## src/sv/tpm_pkg.sv

```systemverilog
package tpm_pkg;

  localparam int unsigned ReadingW = 8;
  localparam int unsigned CountW   = 8;
  localparam int unsigned CfgIdxW  = 3;

  typedef logic [ReadingW-1:0] reading_t;
  typedef logic [CountW-1:0]   count_t;

  // Configuration register indexes
  typedef enum logic [CfgIdxW-1:0] {
    REG_PEDAL_PAIR_MAX_DIFF    = 3'd0,
    REG_THROTTLE_PAIR_MAX_DIFF = 3'd1,
    REG_CROSS_MAX_DIFF         = 3'd2,
    REG_CROSS_ENABLE_LEVEL     = 3'd3,
    REG_PAIR_FAULT_LIMIT       = 3'd4,
    REG_CROSS_FAULT_LIMIT      = 3'd5
  } cfg_idx_t;

  // Item kinds
  localparam logic MODE_SENSOR = 1'b0;
  localparam logic MODE_TICK   = 1'b1;

  // Register reset values
  localparam reading_t RST_PEDAL_PAIR_MAX_DIFF    = 8'd10;
  localparam reading_t RST_THROTTLE_PAIR_MAX_DIFF = 8'd10;
  localparam reading_t RST_CROSS_MAX_DIFF         = 8'd10;
  localparam reading_t RST_CROSS_ENABLE_LEVEL     = 8'd5;
  localparam count_t   RST_PAIR_FAULT_LIMIT       = 8'd10;
  localparam count_t   RST_CROSS_FAULT_LIMIT      = 8'd10;

  localparam count_t COUNT_MAX = '1;

  typedef struct packed {
    reading_t pedal_pair_max_diff;
    reading_t throttle_pair_max_diff;
    reading_t cross_max_diff;
    reading_t cross_enable_level;
    count_t   pair_fault_limit;
    count_t   cross_fault_limit;
  } cfg_t;

  function automatic reading_t abs_diff(input reading_t a, input reading_t b);
    abs_diff = (a >= b) ? (a - b) : (b - a);
  endfunction

  // Consecutive-fault run: clear on pass, count up and hold at the top on fail
  function automatic count_t next_run(input count_t run, input logic failed);
    if (!failed) begin
      next_run = '0;
    end else if (run == COUNT_MAX) begin
      next_run = COUNT_MAX;
    end else begin
      next_run = run + count_t'(1);
    end
  endfunction

endpackage

```

## src/sv/throttle_plausibility_monitor.sv

```systemverilog
// Channel  Direction  Handshake              Payload
// in_      input      in_valid / in_stall    mode, pedal_one/two, throttle_one/two
// out_     output     out_valid / out_stall  throttle_enable, fault_latched, *_fault_run
// cfg_     input      cfg_we (no handshake)  cfg_index, cfg_wdata
//
// Two register stages: an input register, then the result register.
// One item per cycle sustained while out_stall is low; an accepted item passes through the input
// register and then the result register, where out_valid marks it.
// All checks and counter updates sit between the input and result registers.
// rst_n is synchronous, active low; it clears held readings, counters, trip latch
// and restores the configuration defaults.
// in_stall rises only when both stages are full and out_stall holds the result register.
module throttle_plausibility_monitor
  import tpm_pkg::*;
(
  input  logic               clk,
  input  logic               rst_n,

  input  logic               in_valid,
  output logic               in_stall,
  input  logic               in_mode,
  input  reading_t           in_pedal_one,
  input  reading_t           in_pedal_two,
  input  reading_t           in_throttle_one,
  input  reading_t           in_throttle_two,

  output logic               out_valid,
  input  logic               out_stall,
  output logic               out_throttle_enable,
  output logic               out_fault_latched,
  output count_t             out_pedal_fault_run,
  output count_t             out_throttle_fault_run,
  output count_t             out_cross_fault_run,

  input  logic               cfg_we,
  input  logic [CfgIdxW-1:0] cfg_index,
  input  logic [7:0]         cfg_wdata
);

  // ---------------------------------------------------------------------------
  // Configuration registers
  // ---------------------------------------------------------------------------
  cfg_t cfg_r;

  always_ff @(posedge clk) begin
    if (!rst_n) begin
      cfg_r.pedal_pair_max_diff    <= RST_PEDAL_PAIR_MAX_DIFF;
      cfg_r.throttle_pair_max_diff <= RST_THROTTLE_PAIR_MAX_DIFF;
      cfg_r.cross_max_diff         <= RST_CROSS_MAX_DIFF;
      cfg_r.cross_enable_level     <= RST_CROSS_ENABLE_LEVEL;
      cfg_r.pair_fault_limit       <= RST_PAIR_FAULT_LIMIT;
      cfg_r.cross_fault_limit      <= RST_CROSS_FAULT_LIMIT;
    end else if (cfg_we) begin
      case (cfg_index)
        REG_PEDAL_PAIR_MAX_DIFF:    cfg_r.pedal_pair_max_diff    <= cfg_wdata;
        REG_THROTTLE_PAIR_MAX_DIFF: cfg_r.throttle_pair_max_diff <= cfg_wdata;
        REG_CROSS_MAX_DIFF:         cfg_r.cross_max_diff         <= cfg_wdata;
        REG_CROSS_ENABLE_LEVEL:     cfg_r.cross_enable_level     <= cfg_wdata;
        REG_PAIR_FAULT_LIMIT:       cfg_r.pair_fault_limit       <= cfg_wdata;
        REG_CROSS_FAULT_LIMIT:      cfg_r.cross_fault_limit      <= cfg_wdata;
        default: ; // unused indexes are dropped
      endcase
    end
  end

  // ---------------------------------------------------------------------------
  // Pipeline flow control
  // ---------------------------------------------------------------------------
  logic     s1_valid_r;
  logic     s1_mode_r;
  reading_t s1_p1_r, s1_p2_r, s1_t1_r, s1_t2_r;
  logic     out_valid_r;
  logic     out_ready;
  logic     s1_fire;
  logic     in_fire;

  assign out_ready = !out_valid_r || !out_stall;
  assign s1_fire   = s1_valid_r && out_ready;   // stage 1 moves into result register
  assign in_stall  = s1_valid_r && !out_ready;
  assign in_fire   = in_valid && !in_stall;

  // Input register
  always_ff @(posedge clk) begin
    if (!rst_n) begin
      s1_valid_r <= 1'b0;
    end else if (in_fire) begin
      s1_valid_r <= 1'b1;
    end else if (s1_fire) begin
      s1_valid_r <= 1'b0;
    end
  end

  always_ff @(posedge clk) begin
    if (in_fire) begin
      s1_mode_r <= in_mode;
      s1_p1_r   <= in_pedal_one;
      s1_p2_r   <= in_pedal_two;
      s1_t1_r   <= in_throttle_one;
      s1_t2_r   <= in_throttle_two;
    end
  end

  // ---------------------------------------------------------------------------
  // Monitor state and check logic
  // ---------------------------------------------------------------------------
  reading_t held_p1_r, held_p2_r, held_t1_r, held_t2_r;
  count_t   pedal_cnt_r, throttle_cnt_r, cross_cnt_r;
  logic     trip_r;

  reading_t held_p1_nxt, held_p2_nxt, held_t1_nxt, held_t2_nxt;
  count_t   pedal_cnt_nxt, throttle_cnt_nxt, cross_cnt_nxt;
  logic     trip_nxt;

  logic     cross_on;
  logic     pedal_bad, throttle_bad, cross_bad;
  count_t   pedal_run, throttle_run, cross_run;
  logic     limit_hit;

  // Checks always run on held readings; only a tick commits them.
  always_comb begin
    cross_on     = (held_t1_r > cfg_r.cross_enable_level) ||
                   (held_t2_r > cfg_r.cross_enable_level);
    pedal_bad    = abs_diff(held_p1_r, held_p2_r) >= cfg_r.pedal_pair_max_diff;
    throttle_bad = abs_diff(held_t1_r, held_t2_r) >= cfg_r.throttle_pair_max_diff;
    cross_bad    = cross_on &&
                   (abs_diff(held_p1_r, held_t1_r) >= cfg_r.cross_max_diff);

    pedal_run    = next_run(pedal_cnt_r, pedal_bad);
    throttle_run = next_run(throttle_cnt_r, throttle_bad);
    cross_run    = next_run(cross_cnt_r, cross_bad);

    limit_hit    = (pedal_run >= cfg_r.pair_fault_limit) ||
                   (throttle_run >= cfg_r.pair_fault_limit) ||
                   (cross_run >= cfg_r.cross_fault_limit);

    held_p1_nxt      = held_p1_r;
    held_p2_nxt      = held_p2_r;
    held_t1_nxt      = held_t1_r;
    held_t2_nxt      = held_t2_r;
    pedal_cnt_nxt    = pedal_cnt_r;
    throttle_cnt_nxt = throttle_cnt_r;
    cross_cnt_nxt    = cross_cnt_r;
    trip_nxt         = trip_r;

    if (s1_fire) begin
      if (s1_mode_r == MODE_SENSOR) begin
        // sensor item: latch readings only
        held_p1_nxt = s1_p1_r;
        held_p2_nxt = s1_p2_r;
        held_t1_nxt = s1_t1_r;
        held_t2_nxt = s1_t2_r;
      end else begin
        pedal_cnt_nxt    = pedal_run;
        throttle_cnt_nxt = throttle_run;
        cross_cnt_nxt    = cross_run;
        trip_nxt         = trip_r || limit_hit;   // sticky until reset
      end
    end
  end

  always_ff @(posedge clk) begin
    if (!rst_n) begin
      held_p1_r      <= '0;
      held_p2_r      <= '0;
      held_t1_r      <= '0;
      held_t2_r      <= '0;
      pedal_cnt_r    <= '0;
      throttle_cnt_r <= '0;
      cross_cnt_r    <= '0;
      trip_r         <= 1'b0;
    end else begin
      held_p1_r      <= held_p1_nxt;
      held_p2_r      <= held_p2_nxt;
      held_t1_r      <= held_t1_nxt;
      held_t2_r      <= held_t2_nxt;
      pedal_cnt_r    <= pedal_cnt_nxt;
      throttle_cnt_r <= throttle_cnt_nxt;
      cross_cnt_r    <= cross_cnt_nxt;
      trip_r         <= trip_nxt;
    end
  end

  // ---------------------------------------------------------------------------
  // Result register: status as it stands after the item
  // ---------------------------------------------------------------------------
  logic   res_trip_r;
  count_t res_pedal_r, res_throttle_r, res_cross_r;

  always_ff @(posedge clk) begin
    if (!rst_n) begin
      out_valid_r <= 1'b0;
    end else if (s1_fire) begin
      out_valid_r <= 1'b1;
    end else if (!out_stall) begin
      out_valid_r <= 1'b0;
    end
  end

  always_ff @(posedge clk) begin
    if (s1_fire) begin
      res_trip_r     <= trip_nxt;
      res_pedal_r    <= pedal_cnt_nxt;
      res_throttle_r <= throttle_cnt_nxt;
      res_cross_r    <= cross_cnt_nxt;
    end
  end

  assign out_valid              = out_valid_r;
  assign out_throttle_enable    = !res_trip_r;
  assign out_fault_latched      = res_trip_r;
  assign out_pedal_fault_run    = res_pedal_r;
  assign out_throttle_fault_run = res_throttle_r;
  assign out_cross_fault_run    = res_cross_r;

  // ---------------------------------------------------------------------------
  // Assertions
  // ---------------------------------------------------------------------------
  a_trip_sticky: assert property (@(posedge clk) disable iff (!rst_n)
    trip_r |=> trip_r)
    else $error("trip latch cleared without reset");

  a_sensor_keeps_counts: assert property (@(posedge clk) disable iff (!rst_n)
    (s1_fire && s1_mode_r == MODE_SENSOR) |=>
      ($stable(pedal_cnt_r) && $stable(throttle_cnt_r) && $stable(cross_cnt_r)
       && $stable(trip_r)))
    else $error("sensor item changed fault state");

  a_stall_only_when_full: assert property (@(posedge clk) disable iff (!rst_n)
    in_stall |-> (s1_valid_r && out_valid_r && out_stall))
    else $error("input stalled with room in the pipeline");

  a_result_matches_state: assert property (@(posedge clk) disable iff (!rst_n)
    s1_fire |=> (res_trip_r == trip_r && res_pedal_r == pedal_cnt_r &&
                 res_throttle_r == throttle_cnt_r && res_cross_r == cross_cnt_r))
    else $error("result register disagrees with monitor state");

endmodule
```

## config.mk

```make
export PLATFORM = sky130hd
export DESIGN_NAME = throttle_plausibility_monitor
export DESIGN_NICKNAME = d
export VERILOG_FILES = /design/src/sv/tpm_pkg.sv /design/src/sv/throttle_plausibility_monitor.sv
export SDC_FILE = /design/constraint.sdc
export NUM_CORES = 1
export LEC_CHECK = 0
export BUFFER_PORTS_ARGS = -buffer_cell sky130_fd_sc_hd__buf_2
export CORE_AREA = 2 2 258 158
export DETAILED_ROUTE_END_ITERATION = 16
export DIE_AREA = 0 0 260 160
export GPL_TIMING_DRIVEN = 1
export MAX_ROUTING_LAYER = met4
export SYNTH_ARGS = -nofsm -noshare
export SYNTH_HDL_FRONTEND = slang
export SYNTH_SLANG_ARGS = --single-unit
```

## constraint.sdc

```tcl
create_clock -name clk -period 5.1 [get_ports clk]
set_input_delay 1.275 -clock clk [delete_from_list [all_inputs] [get_ports clk]]
set_output_delay 1.275 -clock clk [all_outputs]
set_load 0.02 [all_outputs]
```

# After elaboration in Yosys (flattened, before gate mapping)
# Cells that the tools add are included.
[classes] addsub=9 order_cmp=11 eq_ne=9 muxes=21 bitwise=1 reduce_logical=23
[op_table] operator="8-bit 2-to-1 mux" n=15
[op_table] operator="8-bit greater-or-equal comparator" n=9
[op_table] operator="8-bit subtractor" n=6
[op_table] operator="8-bit by 1-bit adder with 8-bit output (second input constant)" n=3
[op_table] operator="8-bit == test (second input constant)" n=3
[op_table] operator="8-bit greater-than comparator" n=2
[op_table] operator="2-bit AND reduction" n=7
[op_table] operator="3-bit by 2-bit == test with 1-bit output (second input constant)" n=2
[op_table] operator="3-bit == test (second input constant)" n=2
[op_table] operator="1-bit 2-to-1 mux" n=6
[op_table] operator="1-bit logical NOT" n=5
[op_table] operator="1-bit logical OR" n=5
[op_table] operator="1-bit logical AND" n=4
[op_table] operator="3-bit by 1-bit == test with 1-bit output (second input constant)" n=1
[op_table] operator="3-bit logical NOT" n=1
[op_table] operator="2-bit by 1-bit inequality test with 1-bit output (second input constant)" n=1
[op_table] operator="2-bit nonzero test" n=1
[op_table] operator="1-bit inverter" n=1
[totals] regBits=165 input_bits=49 output_inout_bits=28 wordCells=99

# Depth between registers and ports, before layout
[logic_depth] word_depth=10 mapped_depth=28 mapped_depth_nobuf=26

# Worst setup path before layout
# OpenSTA, ideal clock, no wires.
[synth_path] kind="register -> register" start="reg held_p1_r[0]" end="reg res_trip_r, in the netlist out_fault_latched (data pin)" setup_ns=0.266 arrival_time_ns=4.921 required_ns=4.834 slack_ns=-0.087 stages_incl_launch_ff=29 n_path_buf=2 period_less_slack_ns=5.187 path_cell_list="dfxtp_1 -> inv_1 -> ha_1 -> inv_1 -> fa_1 -> nand3_2 -> a31oi_1 -> o31a_1 -> buf_6 -> mux2i_1 -> a221o_1 -> a221oi_2 -> xnor2_1 -> ha_1 -> nand2_1 -> nor2_1 -> a211oi_1 -> o21ai_0 -> a21oi_1 -> clkbuf_1 -> a21o_1 -> ha_1 -> nand2b_1 -> a21o_1 -> a21o_1 -> a21oi_1 -> nor2_1 -> nor4_1 -> nor2_1"
[synth_via] elab_chain_cells=10 word_cells_on_any_way=20 cone_classes="add/sub (4); order compare (6); mux (6); reduce/logical (4)"
[synth_lines] item="start: declaration" line="throttle_plausibility_monitor.sv:106" source="reading_t held_p1_r, held_p2_r, held_t1_r, held_t2_r;"
[synth_lines] item="start signal: assignment" line="throttle_plausibility_monitor.sv:172" source="held_p1_r <= held_p1_nxt;"
[synth_lines] item="8-bit subtractor / 8-bit greater-or-equal comparator (equally long branches)" line="tpm_pkg.sv:44" source="abs_diff = (a >= b) ? (a - b) : (b - a);"
[synth_lines] item="8-bit 2-to-1 mux" line="tpm_pkg.sv:44"
[synth_lines] item="8-bit greater-or-equal comparator (on tied branches)" line="throttle_plausibility_monitor.sv:123, throttle_plausibility_monitor.sv:126"
[synth_lines] item="8-bit 2-to-1 mux / 1-bit logical AND (equally long branches)" line="tpm_pkg.sv:49, throttle_plausibility_monitor.sv:125"
[synth_lines] item="8-bit greater-or-equal comparator / 8-bit 2-to-1 mux (equally long branches)" line="throttle_plausibility_monitor.sv:132, tpm_pkg.sv:49"
[synth_lines] item="1-bit logical OR / 8-bit greater-or-equal comparator (equally long branches)" line="throttle_plausibility_monitor.sv:132, throttle_plausibility_monitor.sv:134"
[synth_lines] item="1-bit logical OR (*)" line="throttle_plausibility_monitor.sv:133" source="(throttle_run >= cfg_r.pair_fault_limit) ||"
[synth_lines] item="1-bit logical OR (*)" line="throttle_plausibility_monitor.sv:156" source="trip_nxt = trip_r || limit_hit;"
[synth_lines] item="1-bit 2-to-1 mux (*)" line="throttle_plausibility_monitor.sv:146" source="if (s1_mode_r == MODE_SENSOR) begin"
[synth_lines] item="1-bit 2-to-1 mux (*)" line="throttle_plausibility_monitor.sv:145" source="if (s1_fire) begin"
[synth_lines] item="named net trip_nxt" line="throttle_plausibility_monitor.sv:112" source="logic trip_nxt;"
[synth_lines] item="end signal: assignment" line="throttle_plausibility_monitor.sv:201" source="res_trip_r <= trip_nxt;"
[synth_lines] item="end: declaration" line="throttle_plausibility_monitor.sv:186" source="logic res_trip_r;"
# The timed path passes the listed nets; every way through them passes the cells marked *.
# A chain may end at the register's enable or synchronous reset.

# Worst setup path in the final report
# Ends and elaborated chain as after synthesis.

==> results.cfg <==
[outcome]
run_status = completed

[final_layout]
layout_commonest_cell = sky130_fd_sc_hd__nand2_1
fillers = 4192
area.growth.synth_to_final_pct = 22.6
multi_input_area_um2 = 5430
finalNetCount = 1384
final-seq-area_um2 = 3890
finish.utilization_pct = 30.0
layout.cells.most_common_list = 191 x sky130_fd_sc_hd__nand2_1, 128 x sky130_fd_sc_hd__a21oi_1, 110 x sky130_fd_sc_hd__ha_1
drive_gt1_share_pct = 19.3

[clocking]
root_buffer = sky130_fd_sc_hd__clkbuf_16
cts_sinks = 165
ctsHtreeMaxLevel = 4
clkTransAtPathRegs_ns = 0.07
cts-root-to-sink-buffers = 2
clk_latency_ns = 0.45
cts_hold_repair.buffers = 0
numCtsBuffers = 17
cts_tree = done

[timing]
hold-worst-slack_ns = 0.459
timing.fmax_mhz = 201
timing.final.crit_share_pct = 97.4
maxSlewHeadroom_pct = 37.9
timing.final.setup_violations = 0
final_max_slew_viol_count = 0
fin_skew_ns = 0.0130
slew_at_the_pin_with_the_worst_max_slew_slack_ns = 0.929
finalHoldViolations = 0
grt_setup_unrepaired = yes
final_period_minus_worst_setup_slack_ns = 4.97

[worst_setup_path]
worst-setup-path-type = reg -> reg
cp_data_required_time_ns = 5.30
timing.critical_path.from_type = flop
critical_path_arrival_ns = 5.17
r2r.worst_path.cells = 23
worstSetupEndpointType = flop
crit_fanout = 5

[floorplan]
die_x_um = 260
vertical_die_dimension_um = 160
ios = 77
row_count = 57
floorplan.initialDensity_pct = 24.5
placeableCoreArea_um2 = 39600
floorplan.die_area_um2 = 41600

[synth]
synth_cell_types = 61
synth_area_in_compound_gates_pct = 17.1
number_of_enable_type_register_cells_in_the_synthesized_netlist = 58
synth_top_cell_by_area = sky130_fd_sc_hd__dfxtp_1
synthesis.instances = 1097
synth_warnings = 0
postSynthNetCount = 1264
dominant_combinational_cell_family_by_area_after_synthesis = simple AND/OR/NAND/NOR gates
postSynthRegisterBits = 165
area_share_of_the_leading_cell_type_in_the_synthesized_netlist_pct = 22.1
yosysSeqAreaShare_pct = 40.0
synth_flop_cell = sky130_fd_sc_hd__dfxtp_1
synth_area_um2 = 9700
post_synth_xor_area_fraction_pct = 2.44
adder_cell_share_of_the_synthesized_area_pct = 15.7
synthArstFlopShare_pct = 0
synth_simple_gate_area_share_pct = 17.2
post_synth_mux_area_share_pct = 2.03
synth.area.top_cells = sky130_fd_sc_hd__dfxtp_1 22%, sky130_fd_sc_hd__edfxtp_1 18%, sky130_fd_sc_hd__ha_1 14%
syn_area_per_cell_um2 = 8.84

[hold_path]
worst_hold_path_type = reg -> reg
whs_path_depth = 2

[placed_design]
post-dp-hpwl_um = 21200
gpl.final_weighted_congestion = 0.927
numPortBuffers = 76

[power]
pwr_density_cell_nw_per_um2 = 307
p_leak_nw = 4.82
vdd_drop_max_mv = 0.264

[grt]
gr-usage-met2_pct = 18.8
number_of_global_route_vias_before_repair = 7859
grt_antenna_before_repair = 3
gr-usage-all-layers_pct = 13.8
grt_first_pass_wirelength_um = 43400
grt_use_met1_pct = 20.1
grt-busiest-layer = met1
use_met3_pct = 3.25
global_route.overflow_total = 0
grt_max_degree = 38

[flow_run]
maxCapViolations = 0

[routing]
routed-via-count = 8195
antenna_viol_nets_final = 0
dr.first_iter.drc_count = 728
post_drt_via_cell_ratio = 4.65
drt-wirelength-per-cell_um = 15.6
post-route-drc-count = 0
wirelength_um = 27400
detail_route.first_pass.iterations = 5
==> power by group <==
group,switching [W],total (W),leakage [nW],internal [W]
logic,0.000464,0.000844,3.10,0.000380
registers,0.0000248,0.00143,1.43,0.00141
clock network,0.000584,0.00138,0.295,0.000792
==> stage by stage <==
stage / cell area [um2] / power [W] / setup TNS (ns) / setup WS [ns] / std cells
4_1_cts: 11700 / 0.00361 / 0 / 0.0222 / 1754
5_1_grt: 11900 / 0.00384 / -0.169 / -0.135 / 1762
3_5_place_dp: 11100 / 0.00222 / -0.0790 / -0.0790 / 1722
2_1_floorplan: 9700 / 0.00195 / 0 / 0.00943 / 1097
3_3_place_gp: 11100 / 0.00221 / -0.0127 / -0.0127 / 1722
6_report: 11900 / 0.00365 / 0 / 0.132 / 1762
==> state kept, by name, indices dropped and copies added, names as in the netlist, 8 cells and up <==
name,cells
cross_cnt_r,8
held_t1_r,8
s1_p1_r,8
pedal_cnt_r,8
out_throttle_fault_run,8
held_p1_r,8
s1_p2_r,8
held_p2_r,8
throttle_cnt_r,8
cfg_r,48
s1_t2_r,8
s1_t1_r,8
out_pedal_fault_run,8
out_cross_fault_run,8
held_t2_r,8
==> cells in the mapped netlist (4+ instances only) <==
cell type and instances:
sky130_fd_sc_hd__a211oi_1 8, sky130_fd_sc_hd__a21o_1 28, sky130_fd_sc_hd__a21oi_1 134, sky130_fd_sc_hd__a31o_2 5
sky130_fd_sc_hd__a31oi_1 12, sky130_fd_sc_hd__and2_1 17, sky130_fd_sc_hd__and3_1 17, sky130_fd_sc_hd__buf_2 6
sky130_fd_sc_hd__clkbuf_1 36, sky130_fd_sc_hd__dfxtp_1 107, sky130_fd_sc_hd__edfxtp_1 58, sky130_fd_sc_hd__fa_1 6
sky130_fd_sc_hd__ha_1 112, sky130_fd_sc_hd__inv_1 90, sky130_fd_sc_hd__mux2_2 5, sky130_fd_sc_hd__mux2i_1 14
sky130_fd_sc_hd__nand2_1 191, sky130_fd_sc_hd__nand2b_1 10, sky130_fd_sc_hd__nand3_1 32, sky130_fd_sc_hd__nand4_1 20
sky130_fd_sc_hd__nor2_1 44, sky130_fd_sc_hd__nor2b_1 9, sky130_fd_sc_hd__nor3_1 10, sky130_fd_sc_hd__o211ai_1 12
sky130_fd_sc_hd__o21a_1 8, sky130_fd_sc_hd__o21ai_0 17, sky130_fd_sc_hd__o21bai_1 7, sky130_fd_sc_hd__or2_2 4
sky130_fd_sc_hd__xnor2_1 18, sky130_fd_sc_hd__xor2_1 9
==> critical path, cell delays in order, from the launching register on <==
cell                       delay, ns
sky130_fd_sc_hd__dfxtp_2        0.32
sky130_fd_sc_hd__inv_2          0.08
sky130_fd_sc_hd__ha_4           0.13
sky130_fd_sc_hd__inv_2          0.04
sky130_fd_sc_hd__fa_2           0.42
sky130_fd_sc_hd__nand3_4        0.10
sky130_fd_sc_hd__a31oi_4        0.09
sky130_fd_sc_hd__o31a_1         0.31
sky130_fd_sc_hd__mux2i_2        0.18
sky130_fd_sc_hd__a221o_1        0.35
sky130_fd_sc_hd__a221oi_2       0.26
sky130_fd_sc_hd__xnor2_1        0.12
sky130_fd_sc_hd__ha_1           0.31
sky130_fd_sc_hd__nand2_1        0.06
sky130_fd_sc_hd__nor2_1         0.04
sky130_fd_sc_hd__a211oi_1       0.20
sky130_fd_sc_hd__o21ai_1        0.13
sky130_fd_sc_hd__a21oi_2        0.28
sky130_fd_sc_hd__a311oi_2       0.09
sky130_fd_sc_hd__ha_1           0.35
sky130_fd_sc_hd__a222oi_1       0.32
sky130_fd_sc_hd__nand3_1        0.14
sky130_fd_sc_hd__nor4_2         0.34
sky130_fd_sc_hd__nor2_1         0.06
==> area by class of cell <==
type / count / area share, %
clock buffers: 19 / 3.73
well taps: 531 / 5.59
diodes: 1 / 0.0210
multi-input cells: 794 / 45.7
repair buffers: 148 / 7.90
flip-flops and latches: 165 / 32.7
inverters: 91 / 2.88
clock inverters: 13 / 1.44
==> logic make-up (layout without fill, tap and decap cells) <==
logic type	count (synthesis)	after routing
buffers and inverters	138	271
adders and majority gates	118	118
xor gates and xnor gates	27	27
AOI/OAI and AO/OA	264	264
and+or+nand+nor	366	366
muxes	19	19
other	0	1
DFF	165	165
==> routing by layer <==
layer	part of all wire, %	routed length, um
met5	0	0
met4	1.5	399
met2	41	11100
met3	4.5	1230
met1	54	14700
==> timing repair <==
item | CTS | global route
setup endpoints to repair | 1 | 2
pin swaps | 2 | 31
gates resized for setup | 1 | 45
setup buffers | 0 | 7
==> path summary, 6_finish.rpt <==
| kind | startpoint | endpoint | slack (ns) |
|---|---|---|---|
| hold reg to reg | cfg_r[47] | cfg_r[47] | 0.46 |
| hold / removal | cfg_r[47] | cfg_r[47] | 0.46 |
| setup / recovery | held_p1_r[0] | out_fault_latched | 0.13 |
| setup reg to reg | held_p1_r[0] | out_fault_latched | 0.13 |
Note: power is estimated with default switching activity, not from simulation.
